--- src/hw/rtl/cau_pkg.sv ---
// ----------------------------------------------------------------------------
// cau_pkg
// Shared types and defaults for the complex arithmetic unit.
// ----------------------------------------------------------------------------
package cau_pkg;

  localparam int DATA_WIDTH_DEF = 32;
  localparam int FRAC_BITS_DEF  = 16;
  localparam int KIND_W         = 3;
  localparam int QUEUE_DEPTH    = 4;

  typedef enum logic [KIND_W-1:0] {
    OP_ADD   = 3'd0,
    OP_SUB   = 3'd1,
    OP_MUL   = 3'd2,
    OP_DIV   = 3'd3,
    OP_NEG   = 3'd4,
    OP_RECIP = 3'd5,
    OP_CONJ  = 3'd6
  } op_t;

endpackage

--- src/hw/rtl/cau_queue.sv ---
// ----------------------------------------------------------------------------
// cau_queue
// Short first-word-fall-through queue between decode and execute.
// ----------------------------------------------------------------------------
module cau_queue import cau_pkg::*; #(
  parameter int WIDTH = 8,
  parameter int DEPTH = QUEUE_DEPTH
) (
  input  logic             clk,
  input  logic             rst_n,
  input  logic             push,
  input  logic [WIDTH-1:0] wdata,
  output logic             full,
  input  logic             pop,
  output logic [WIDTH-1:0] rdata,
  output logic             empty
);

  localparam int AW = (DEPTH > 1) ? $clog2(DEPTH) : 1;
  localparam logic [AW-1:0] LAST = AW'(DEPTH - 1);
  localparam logic [AW:0]   CAP  = (AW + 1)'(DEPTH);

  logic [WIDTH-1:0] mem_r [0:DEPTH-1];
  logic [AW-1:0]    wptr_r;
  logic [AW-1:0]    rptr_r;
  logic [AW:0]      count_r;

  assign full  = (count_r == CAP);
  assign empty = (count_r == '0);
  assign rdata = mem_r[rptr_r];

  always_ff @(posedge clk) begin
    if (!rst_n) begin
      wptr_r  <= '0;
      rptr_r  <= '0;
      count_r <= '0;
    end else begin
      if (push) begin
        wptr_r <= (wptr_r == LAST) ? '0 : wptr_r + 1'b1;
      end
      if (pop) begin
        rptr_r <= (rptr_r == LAST) ? '0 : rptr_r + 1'b1;
      end
      if (push && !pop) begin
        count_r <= count_r + 1'b1;
      end else if (pop && !push) begin
        count_r <= count_r - 1'b1;
      end
    end
    if (push) begin
      mem_r[wptr_r] <= wdata;
    end
  end

  a_no_overrun: assert property (@(posedge clk) disable iff (!rst_n) !(push && full))
    else $error("queue written while full");
  a_no_underrun: assert property (@(posedge clk) disable iff (!rst_n) !(pop && empty))
    else $error("queue read while empty");
  a_count_bound: assert property (@(posedge clk) disable iff (!rst_n) count_r <= CAP)
    else $error("queue count beyond depth");

endmodule

--- config.mk ---
export PLATFORM = sky130hd
export DESIGN_NAME = cau_queue
export DESIGN_NICKNAME = d
export VERILOG_FILES = /design/src/hw/rtl/cau_pkg.sv /design/src/hw/rtl/cau_queue.sv
export SDC_FILE = /design/constraint.sdc
export NUM_CORES = 1
export LEC_CHECK = 0
export ABC_CLOCK_PERIOD_IN_PS = 2300
export BUFFER_PORTS_ARGS = -buffer_cell sky130_fd_sc_hd__buf_2
export CORE_MARGIN = 4
export CORE_UTILIZATION = 55
export DETAILED_ROUTE_END_ITERATION = 7
export PLACE_DENSITY_LB_ADDON = 0.2
export SLEW_MARGIN = 20
export SYNTH_ARGS = -nofsm -noshare
export SYNTH_HDL_FRONTEND = slang
export SYNTH_SLANG_ARGS = --single-unit
--- constraint.sdc ---
create_clock -name clk -period 2.3 [get_ports clk]
set_input_delay 0.69 -clock clk [delete_from_list [all_inputs] [get_ports clk]]
set_output_delay 0.69 -clock clk [all_outputs]
set_load 0.01 [all_outputs]
==> results.cfg <==
[sta]
fmax_mhz = 456
fin_crit_sh_pct = 95.3
skew_ns = 0.0102
final-setup-viol-count = 0
min_period_ns = 2.19
worstMarginPinSlew_ns = 0.428
slew_headroom_pct = 71.5
drv_slew = 0
rsz0062_at_grt = false
hold_viol = 0
tns_ns = 0

[clock_network]
cts_buffers = 5
cts_setup_buffers = 0
cts_root_buffer = clkbuf_4
cts_buffer_depth = 2
clkSinkCount = 41
cts_tree = built
cts.clk_slew.worst_paths_ns = 0.11
worstSkewPairLatency_ns = 0.35
cts_htree_levels = 2

[power_and_ir_drop]
vdd_ir_drop_max_mv = 0.619
combPwrFrac_pct = 12.2
clockPowerShare_pct = 27.3
p_seq_share_pct = 60.5
sw_frac_of_total_pct = 22.7
p_total_mw = 1.44
p_leak_nw = 0.682
p_int_mw = 1.11
power-per-cell-area_nw_per_um2 = 784
p_sw_mw = 0.327

[route]
route.detailed.drc = 0
drt-initial-drc-count = 22
viasPerCell = 5.35
drt-wirelength-per-cell_um = 16.4
ant_nets = 0
first_pass_iters = 4
num_vias = 776
routed_wl_mm = 2.38

[worst_setup_path]
cp_num_buf_inv = 2
critPathKind = reg2out
cp_slowest_cell = mux4_2
worst-endpoint-required_ns = 1.61
cp_max_fo = 8
cp-start-kind = flop
max_stage_delay_ns = 0.50
worst_ep_arrival_time_ns = 1.50
crit_path_end_kind = primary output
cp_cell_sequence = buf_12, mux4_2, buf_2
crit_family = multiplexers

[placement]
gp_congestion = 0.669
dp_hpwl_mm = 1.67
placed_cell_area_sq_um = 1750
io_buffers = 21

[hold_path]
worstHoldPathType = reg2reg

[synthesis]
syn-cell-area_sq_um = 1620
synth_top_area_share_pct = 59.5
synth_area_leaders = edfxtp_1 59%, dfxtp_1 11%, mux4_2 11%
syn_inst = 86
synthMuxAreaShare_pct = 13.6
synth_fa_ha_area_share_pct = 5.89
yosysTopAreaCell = edfxtp_1
yosys.area_share.simple_pct = 5.58
syn_nets = 105
synth_top_family_by_area = multiplexers
synth_compound_area_share_pct = 1.24
yosysSeqAreaShare_pct = 70.6
synth_seq_cells = 41
syn-mean-instance-area_sq_um = 18.8
ys_types = 20
synth-xor-area-share_pct = 1.08
yosysWarnings = 0

[grt]
grt_max_degree = 13
grt_pass1_wl_mm = 4.04
grt_pass1_vias = 839
grtUsageTotal_pct = 14.3
antenna_found_initial = 0
grt_overflow = 0

[die]
io_pins = 22
coreArea_sq_um = 2780
chipHeight_um = 62.2
die_w_um = 62.2
start_util_pct = 58.1
dieArea_sq_um = 3870
rows = 19

[status]
status = finished clean

[cells_and_area]
n_antenna_cell = 0
nNetsFinal = 132
fillers = 201
drive_gt1_share_pct = 34.2
final_cell_area_sq_um = 1830
synthToLayoutAreaGrowth_pct = 13.6

[run]
drv_cap = 0
[logic make-up (layout without fill, tap and decap cells)]
family	count (synthesis)	after routing
adder cells (fa/ha/maj)	7	7
AND/OR/NAND/NOR	15	15
XOR/XNOR	2	2
flip-flops	41	41
buffers and inverters	6	34
multiplexers	12	12
AO/OA/AOI/OAI	3	3
[routing by layer]
layer  share of wire (%)  track usage [%]  up-vias
met4                 2.4             8.13        0
met2                  52             22.5       20
met1                  38             15.8      372
met3                 6.8             6.49        5
li1                    -                -      379
met5                   0                0        -
[metrics by stage]
| stage | instances | hold slack, ns | util, % | setup slack (ns) |
|---|---|---|---|---|
| after floorplan | 86 | 0.465 | - | 0.347 |
| final | 145 | 0.532 | 65.9 | 0.109 |
| after detailed placement | 137 | 0.510 | 62.9 | 0.124 |
| after global routing | 145 | 0.508 | 65.9 | 0.0122 |
| after CTS | 145 | 0.529 | 65.6 | 0.0374 |
| after global placement | 137 | 0.479 | 62.9 | 0.190 |
[sequential cells by signal, summed over array words and instances (netlist names), named ones only]
signal and cells:
wptr_r 2, count_r 3, mem_r 32, rptr_r 2
[worst paths after layout]
| check | to | start | cells past startpoint | slack [ns] |
|---|---|---|---|---|
| max | rdata[6] | flop | 3 | 0.11 |
| max reg2reg | count_r[2] | count_r[0] | 4 | 0.82 |
| min reg2reg | count_r[2] | count_r[2] | 2 | 0.53 |
| min | count_r[2] | count_r[2] | 2 | 0.53 |
[cell type report]
cell class              count  area, sq um  share of cell area (%)
clock inverters             1         5.00                   0.273
inverters                   4         15.0                   0.819
clock buffers               7         65.1                    3.55
multi-input cells          39          443                    24.1
flip-flops and latches     41         1140                    62.3
well taps                  31         38.8                    2.11
repair buffers             22          125                    6.82
[cells in the final DEF, fill, tap and decap left out]
master | synthesis | final
clkbuf_4 | 0 | 5
or3_1 | 1 | 1
fa_1 | 1 | 1
dfxtp_2 | 0 | 1
nor2_1 | 1 | 1
o21a_1 | 1 | 1
inv_1 | 4 | 4
buf_12 | 0 | 1
o21ai_0 | 1 | 1
clkbuf_8 | 0 | 2
nor3_1 | 2 | 2
a21boi_1 | 1 | 1
xnor2_1 | 1 | 1
ha_1 | 6 | 6
nor2b_1 | 5 | 5
edfxtp_1 | 32 | 32
mux4_2 | 8 | 8
and2_1 | 5 | 5
nor3b_1 | 1 | 1
xor2_1 | 1 | 1
clkinv_2 | 0 | 1
dfxtp_1 | 9 | 8
buf_2 | 0 | 21
mux2i_1 | 4 | 4
[synth_stat cells]
| cell type | number |
|---|---|
| fa_1 | 1 |
| nor2_1 | 1 |
| dfxtp_1 | 9 |
| o21ai_0 | 1 |
| xnor2_1 | 1 |
| and2_1 | 5 |
| ha_1 | 6 |
| edfxtp_1 | 32 |
| xor2_1 | 1 |
| a21boi_1 | 1 |
| mux4_2 | 8 |
| nor2b_1 | 5 |
| inv_1 | 4 |
| or3_1 | 1 |
| nor3_1 | 2 |
| nor3b_1 | 1 |
| mux2i_1 | 4 |
| o21a_1 | 1 |
| buf_6 | 1 |
| clkbuf_2 | 1 |
[tightest hold or removal path: cells and delay by family, from the launching register on]
family          cells  cell delay (ns)
compound gates      2             0.15
flops               1             0.35
[power by group through the flow]
stage               clock, mW  sequential (mW)  combinational (mW)
finish                  0.393            0.870               0.175
global route            0.446            0.875               0.200
CTS                     0.407            0.870               0.178
detailed placement          0            0.887               0.176
global placement            0            0.883               0.170
floorplan                   0            0.876               0.119
[repair_timing]
item | 4_1_cts | 5_1_grt
hold buffers | 0 | 0
gates resized for setup | 1 | 3
endpoints found under the setup margin | 1 | 8
Power figures use the tool's default switching activity.
