===== src/hw/rtl/cau_pkg.sv =====
// ----------------------------------------------------------------------------
// cau_pkg
// Shared types and defaults for the complex arithmetic unit.
// ----------------------------------------------------------------------------
package cau_pkg;

  localparam int DATA_WIDTH_DEF = 32;
  localparam int FRAC_BITS_DEF  = 16;
  localparam int KIND_W         = 3;
  localparam int QUEUE_DEPTH    = 4;

  typedef enum logic [KIND_W-1:0] {
    OP_ADD   = 3'd0,
    OP_SUB   = 3'd1,
    OP_MUL   = 3'd2,
    OP_DIV   = 3'd3,
    OP_NEG   = 3'd4,
    OP_RECIP = 3'd5,
    OP_CONJ  = 3'd6
  } op_t;

endpackage


===== src/hw/rtl/cau_ifs.sv =====
// ----------------------------------------------------------------------------
// cau_ifs
// Valid/ready channels for operand words and result words.
// ----------------------------------------------------------------------------
interface cau_in_if import cau_pkg::*; #(
  parameter int DATA_WIDTH = DATA_WIDTH_DEF
);
  logic                         valid;
  logic                         ready;
  logic [KIND_W-1:0]            kind;
  logic signed [DATA_WIDTH-1:0] a_re;
  logic signed [DATA_WIDTH-1:0] a_im;
  logic signed [DATA_WIDTH-1:0] b_re;
  logic signed [DATA_WIDTH-1:0] b_im;

  modport source (output valid, kind, a_re, a_im, b_re, b_im, input ready);
  modport sink   (input valid, kind, a_re, a_im, b_re, b_im, output ready);
endinterface



===== src/hw/rtl/cau_front.sv =====
// ----------------------------------------------------------------------------
// cau_front
// Input register: takes operand words, decodes the operation and flags a
// zero divisor before the word enters the queue.
// ----------------------------------------------------------------------------
module cau_front import cau_pkg::*; #(
  parameter int DATA_WIDTH = DATA_WIDTH_DEF,
  parameter int ITEM_W     = 4 * DATA_WIDTH + KIND_W + 1
) (
  input  logic              clk,
  input  logic              rst_n,
  cau_in_if.sink            in_port,
  output logic              push,
  output logic [ITEM_W-1:0] item,
  input  logic              full
);

  logic              f_v_r;
  logic [ITEM_W-1:0] item_r;
  logic [ITEM_W-1:0] item_nxt;
  op_t               op;
  logic              a_zero;
  logic              b_zero;
  logic              dz;

  assign push          = f_v_r & ~full;
  assign in_port.ready = ~f_v_r | ~full;
  assign item          = item_r;

  always_comb begin
    op       = op_t'(in_port.kind);
    a_zero   = (in_port.a_re == '0) && (in_port.a_im == '0);
    b_zero   = (in_port.b_re == '0) && (in_port.b_im == '0);
    dz       = ((op == OP_DIV) && b_zero) || ((op == OP_RECIP) && a_zero);
    item_nxt = {dz, in_port.kind, in_port.a_re, in_port.a_im, in_port.b_re, in_port.b_im};
  end

  always_ff @(posedge clk) begin
    if (!rst_n) begin
      f_v_r <= 1'b0;
    end else if (in_port.valid && in_port.ready) begin
      f_v_r <= 1'b1;
    end else if (push) begin
      f_v_r <= 1'b0;
    end
    if (in_port.valid && in_port.ready) begin
      item_r <= item_nxt;
    end
  end

endmodule


===== src/flat_wrapper.sv =====
// flat-port wrapper written by rule: the top's interface ports become plain ports
module cau_front_flat import cau_pkg::*;
#(
  parameter int DATA_WIDTH = DATA_WIDTH_DEF,
  parameter int ITEM_W     = 4 * DATA_WIDTH + KIND_W + 1
)
  (clk, rst_n, push, item, full, in_port_valid, in_port_kind, in_port_a_re, in_port_a_im, in_port_b_re, in_port_b_im, in_port_ready);
  cau_in_if #(.DATA_WIDTH(DATA_WIDTH)) in_port_i ();
  input  logic clk;
  input  logic rst_n;
  output logic push;
  output logic [ITEM_W-1:0] item;
  input  logic full;
  input wire logic [$bits(in_port_i.valid)-1:0] in_port_valid;
  input wire logic [$bits(in_port_i.kind)-1:0] in_port_kind;
  input wire logic [$bits(in_port_i.a_re)-1:0] in_port_a_re;
  input wire logic [$bits(in_port_i.a_im)-1:0] in_port_a_im;
  input wire logic [$bits(in_port_i.b_re)-1:0] in_port_b_re;
  input wire logic [$bits(in_port_i.b_im)-1:0] in_port_b_im;
  output wire logic [$bits(in_port_i.ready)-1:0] in_port_ready;
  assign in_port_i.valid = in_port_valid;
  assign in_port_i.kind = in_port_kind;
  assign in_port_i.a_re = in_port_a_re;
  assign in_port_i.a_im = in_port_a_im;
  assign in_port_i.b_re = in_port_b_re;
  assign in_port_i.b_im = in_port_b_im;
  assign in_port_ready = in_port_i.ready;
  cau_front #(.DATA_WIDTH(DATA_WIDTH), .ITEM_W(ITEM_W)) u_core (.clk(clk), .rst_n(rst_n), .in_port(in_port_i), .push(push), .item(item), .full(full));
endmodule

===== config.mk =====
export PLATFORM = sky130hd
export DESIGN_NAME = cau_front_flat
export DESIGN_NICKNAME = d
export VERILOG_FILES = /design/src/hw/rtl/cau_pkg.sv /design/src/hw/rtl/cau_ifs.sv /design/src/hw/rtl/cau_front.sv /design/src/flat_wrapper.sv
export SDC_FILE = /design/constraint.sdc
export NUM_CORES = 1
export LEC_CHECK = 0
export BUFFER_PORTS_ARGS = -buffer_cell sky130_fd_sc_hd__buf_2
export CORE_UTILIZATION = 30
export CTS_CLUSTER_SIZE = 14
export DETAILED_ROUTE_END_ITERATION = 7
export GPL_TIMING_DRIVEN = 0
export HOLD_SLACK_MARGIN = 0.03
export PLACE_DENSITY = 0.58
export SLEW_MARGIN = 20
export SYNTH_ARGS = -nofsm -noshare
export SYNTH_HDL_FRONTEND = slang
export SYNTH_SLANG_ARGS = --single-unit

===== constraint.sdc =====
create_clock -name clk -period 12.45 [get_ports clk]
set_input_delay 1.245 -clock clk [delete_from_list [all_inputs] [get_ports clk]]
set_output_delay 1.245 -clock clk [all_outputs]
set_load 0.05 [all_outputs]

==> flow_summary_export.csv <==
group,metric,value,unit
setup_path,crit_top_cell,"buf_2",
global_route,overflow,0,
die,core,14000,um^2
logic_synthesis,synthArstFlopShare,0,%
layout,design_area,6530,um^2
logic_synthesis,synth_top_area_cell,"edfxtp_1",
worst_hold_path,min_to,"u_core.f_v_r",
logic_synthesis,ys_top_cells_by_count,"edfxtp_1 (132), nor4_1 (24), nand4_1 (6)",
sta,period_share,23.9,%
layout,nets,611,
layout,utilization,46.6,%
clock_tree,cts_tree,"yes",
sta,relSlewSlack,71.7,%
logic_synthesis,ys_warn_count,0,
logic_synthesis,synth.yosys.seq_area_share,91.6,%
setup_path,worstSetupEndpointType,"output pin",
logic_synthesis,synth.avg_cell_area,23.3,um^2
placement,io_buffers,268,
drt,antenna_left,0,
pwr,peakVddDrop,0.0000952,V
global_route,grt_max_degree,63,
logic_synthesis,synth_cells,187,
setup_path,cp_cell_sequence,"buf_2, nor2b_1, buf_2",
placement,placed_area,5970,um^2
setup_path,crit_buf_inv,2,
logic_synthesis,synth_area,4350,um^2
sta,setup_viol,0,
clock_tree,clock_sink_count,133,
drt,viasPerCell,4.50,
clock_tree,cts_post_setup_buffers_inserted,0,
setup_path,critPathTopFamily,"buffers and inverters",
clock_tree,clk_pin_slew,0.05,ns
sta,finClkSkew,0.00460,ns
logic_synthesis,synth-seq-cells,133,
setup_path,reg2reg_from,"u_core.f_v_r",
sta,finalHoldViolCount,0,
run_status,status,"finished, final reports clean",
global_route,grt_pass1_vias,3138,
sta,clock.fmax,0.336,GHz
global_route,antenna_found_initial,2,
run,drv_cap,0,
layout,drive_above_1_share,62.0,%
pwr,p_leak,2.67,nW
drt,drtIter0Drc,79,
logic_synthesis,synth_flop_cell,"edfxtp_1",
die,dieArea,15000,um^2
logic_synthesis,yosysTopAreaCellShare,91.1,%
setup_path,rr_endpoint,"u_core.item[115]",
die,fp-row-count,43,
setup_path,reg2regPathDepth,4,
setup_path,crit_required,11.20,ns
drt,drt-total-wl,11000,um
die,chipWidth,122,um
worst_hold_path,hp-start,"u_core.f_v_r",
placement,preCtsSetupSlack,9.48,ns
sta,layout_setup_ws,9.48,ns
sta,tns,0,ns
global_route,grtUsageTotal,15.1,%
clock_tree,holdBufCountCts,0,
clock_tree,ctsResizeCount,0,
placement,gp_congestion,0.792,
clock_tree,htreeDepth,4,
drt,wl_per_cell,16.5,um
setup_path,rrSetupSlack,10.75,ns
clock_tree,clk_path_buf_depth,2,
global_route,grt_pass1_wl,16000,um
die,start_util,31.1,%
logic_synthesis,syn-num-nets,322,
layout,fill_cells,1267,
sta,drv_slew,0,
logic_synthesis,yosysUniqueCellTypes,15,
die,io_pins,269,
die,die_y,122,um
setup_path,start_kind,"input port",
sta,rsz0062_at_grt,"false",
placement,hpwl,8520,um
layout,area_delta_synth_final,50.0,%
clock_tree,clock_latency,0.41,ns
sta,period_needed,2.97,ns
clock_tree,numCtsBuffers,17,
logic_synthesis,synth.area.top_cells,"edfxtp_1 (91%), nor4_1 (3.5%), nor4_2 (1.2%), nand4_1 (0.86%), nor4b_2 (0.69%)",
setup_path,critPathSlowestCell,"buf_2",
sta,fin_hold_ws,0.548,ns
layout,n_antenna_cell,0,
sta,worstMarginPinSlew,0.421,ns
setup_path,path_max_fanout,3,
setup_path,max_stage_delay,0.27,ns
worst_hold_path,min-delay-path-class,"flip-flop to flip-flop",
worst_hold_path,min_path_cells,2,
clock_tree,root_buffer,"clkbuf_16",
logic_synthesis,synth.most_common_cell,"edfxtp_1",
logic_synthesis,synth-edff-count,132,
setup_path,worstPathArrival,1.73,ns
pwr,power_density,177,nW/um^2
drt,vias,3012,
drt,dr.pass1.iters,4,
setup_path,path_class,"input port to output pin",
drt,drc_errors,0,
flip-flops by register name (all words and copies together), names as in the netlist:
name,flops
u_core.f_v_r,1
u_core.item,132
metrics by stage:
step / power (mW) / instances
after floorplan: 0.644 / 187
after global placement: 0.698 / 635
after detailed placement: 0.699 / 637
after CTS: 1.17 / 669
after global routing: 1.19 / 669
final: 1.15 / 669
logic make-up (layout without fill, tap and decap cells):
kind of cell           Yosys count  count (layout)  synth area share (%)
DFF                            133             133                  91.6
AOI/OAI and AO/OA                2               2                 0.316
buffers and inverters            0             302                     0
and+or+nand+nor                 52              52                  8.11
how the worst max path moves through the flow:
stage	end	from	slack [ns]	cells past startpoint
floorplan	u_core.item[0]	full	7.23	2
global placement	u_core.item[104]	full	6.44	3
detailed placement	in_port_ready	full	9.48	3
CTS	in_port_ready	full	9.48	3
global route	push	full	9.45	3
finish	push	full	9.48	3
report_power, final:
part | leakage, nW | total (mW) | internal (mW) | switching (mW)
Sequential | 1.29 | 0.530 | 0.524 | 0.00605
Combinational | 1.12 | 0.159 | 0.0358 | 0.123
Clock | 0.262 | 0.464 | 0.291 | 0.173
Total | 2.67 | 1.15 | 0.851 | 0.302
area by class of cell:
| cell class | instances | area [um^2] | share of cell area (%) |
|---|---|---|---|
| Clock inverter | 11 | 110 | 1.69 |
| Multi-Input combinational cell | 54 | 369 | 5.66 |
| Sequential cell | 133 | 3980 | 61.1 |
| Clock buffer | 21 | 440 | 6.75 |
| Timing Repair Buffer | 270 | 1400 | 21.4 |
| Tap cell | 180 | 225 | 3.45 |
placed cells by master, fill, tap and decap left out:
master      synthesis  layout
a21oi_1             1       1
a22o_1              1       1
and2_4              0       1
buf_16              0       2
buf_2               0     268
bufinv_16           0       2
clkbuf_1            0       4
clkbuf_16           0      17
clkinv_1            0       2
clkinv_2            0       4
clkinvlp_4          0       3
dfxtp_1             1       1
edfxtp_1          132     132
nand2_1             3       3
nand3_1             2       2
nand4_1             6       6
nor2_1              2       2
nor2b_1             2       2
nor3_1              4       4
nor4_1             24      24
nor4_2              4       4
nor4b_1             2       2
nor4b_2             2       2
per-layer routing:
layer	vias to the layer above	part of all wire, %	track usage (%)
met2	187	51	25.5
li1	1380	-	-
met3	22	11	6.46
met5	-	0.12	0
met1	1421	36	15.6
met4	2	2.0	8.31
worst min-delay path, delay by kind of cell, from the launching register on:
family	cells	cell delay, ns
flops	1	0.32
compound gates	1	0.13
simple gates	1	0.05
Power figures use the tool's default switching activity.
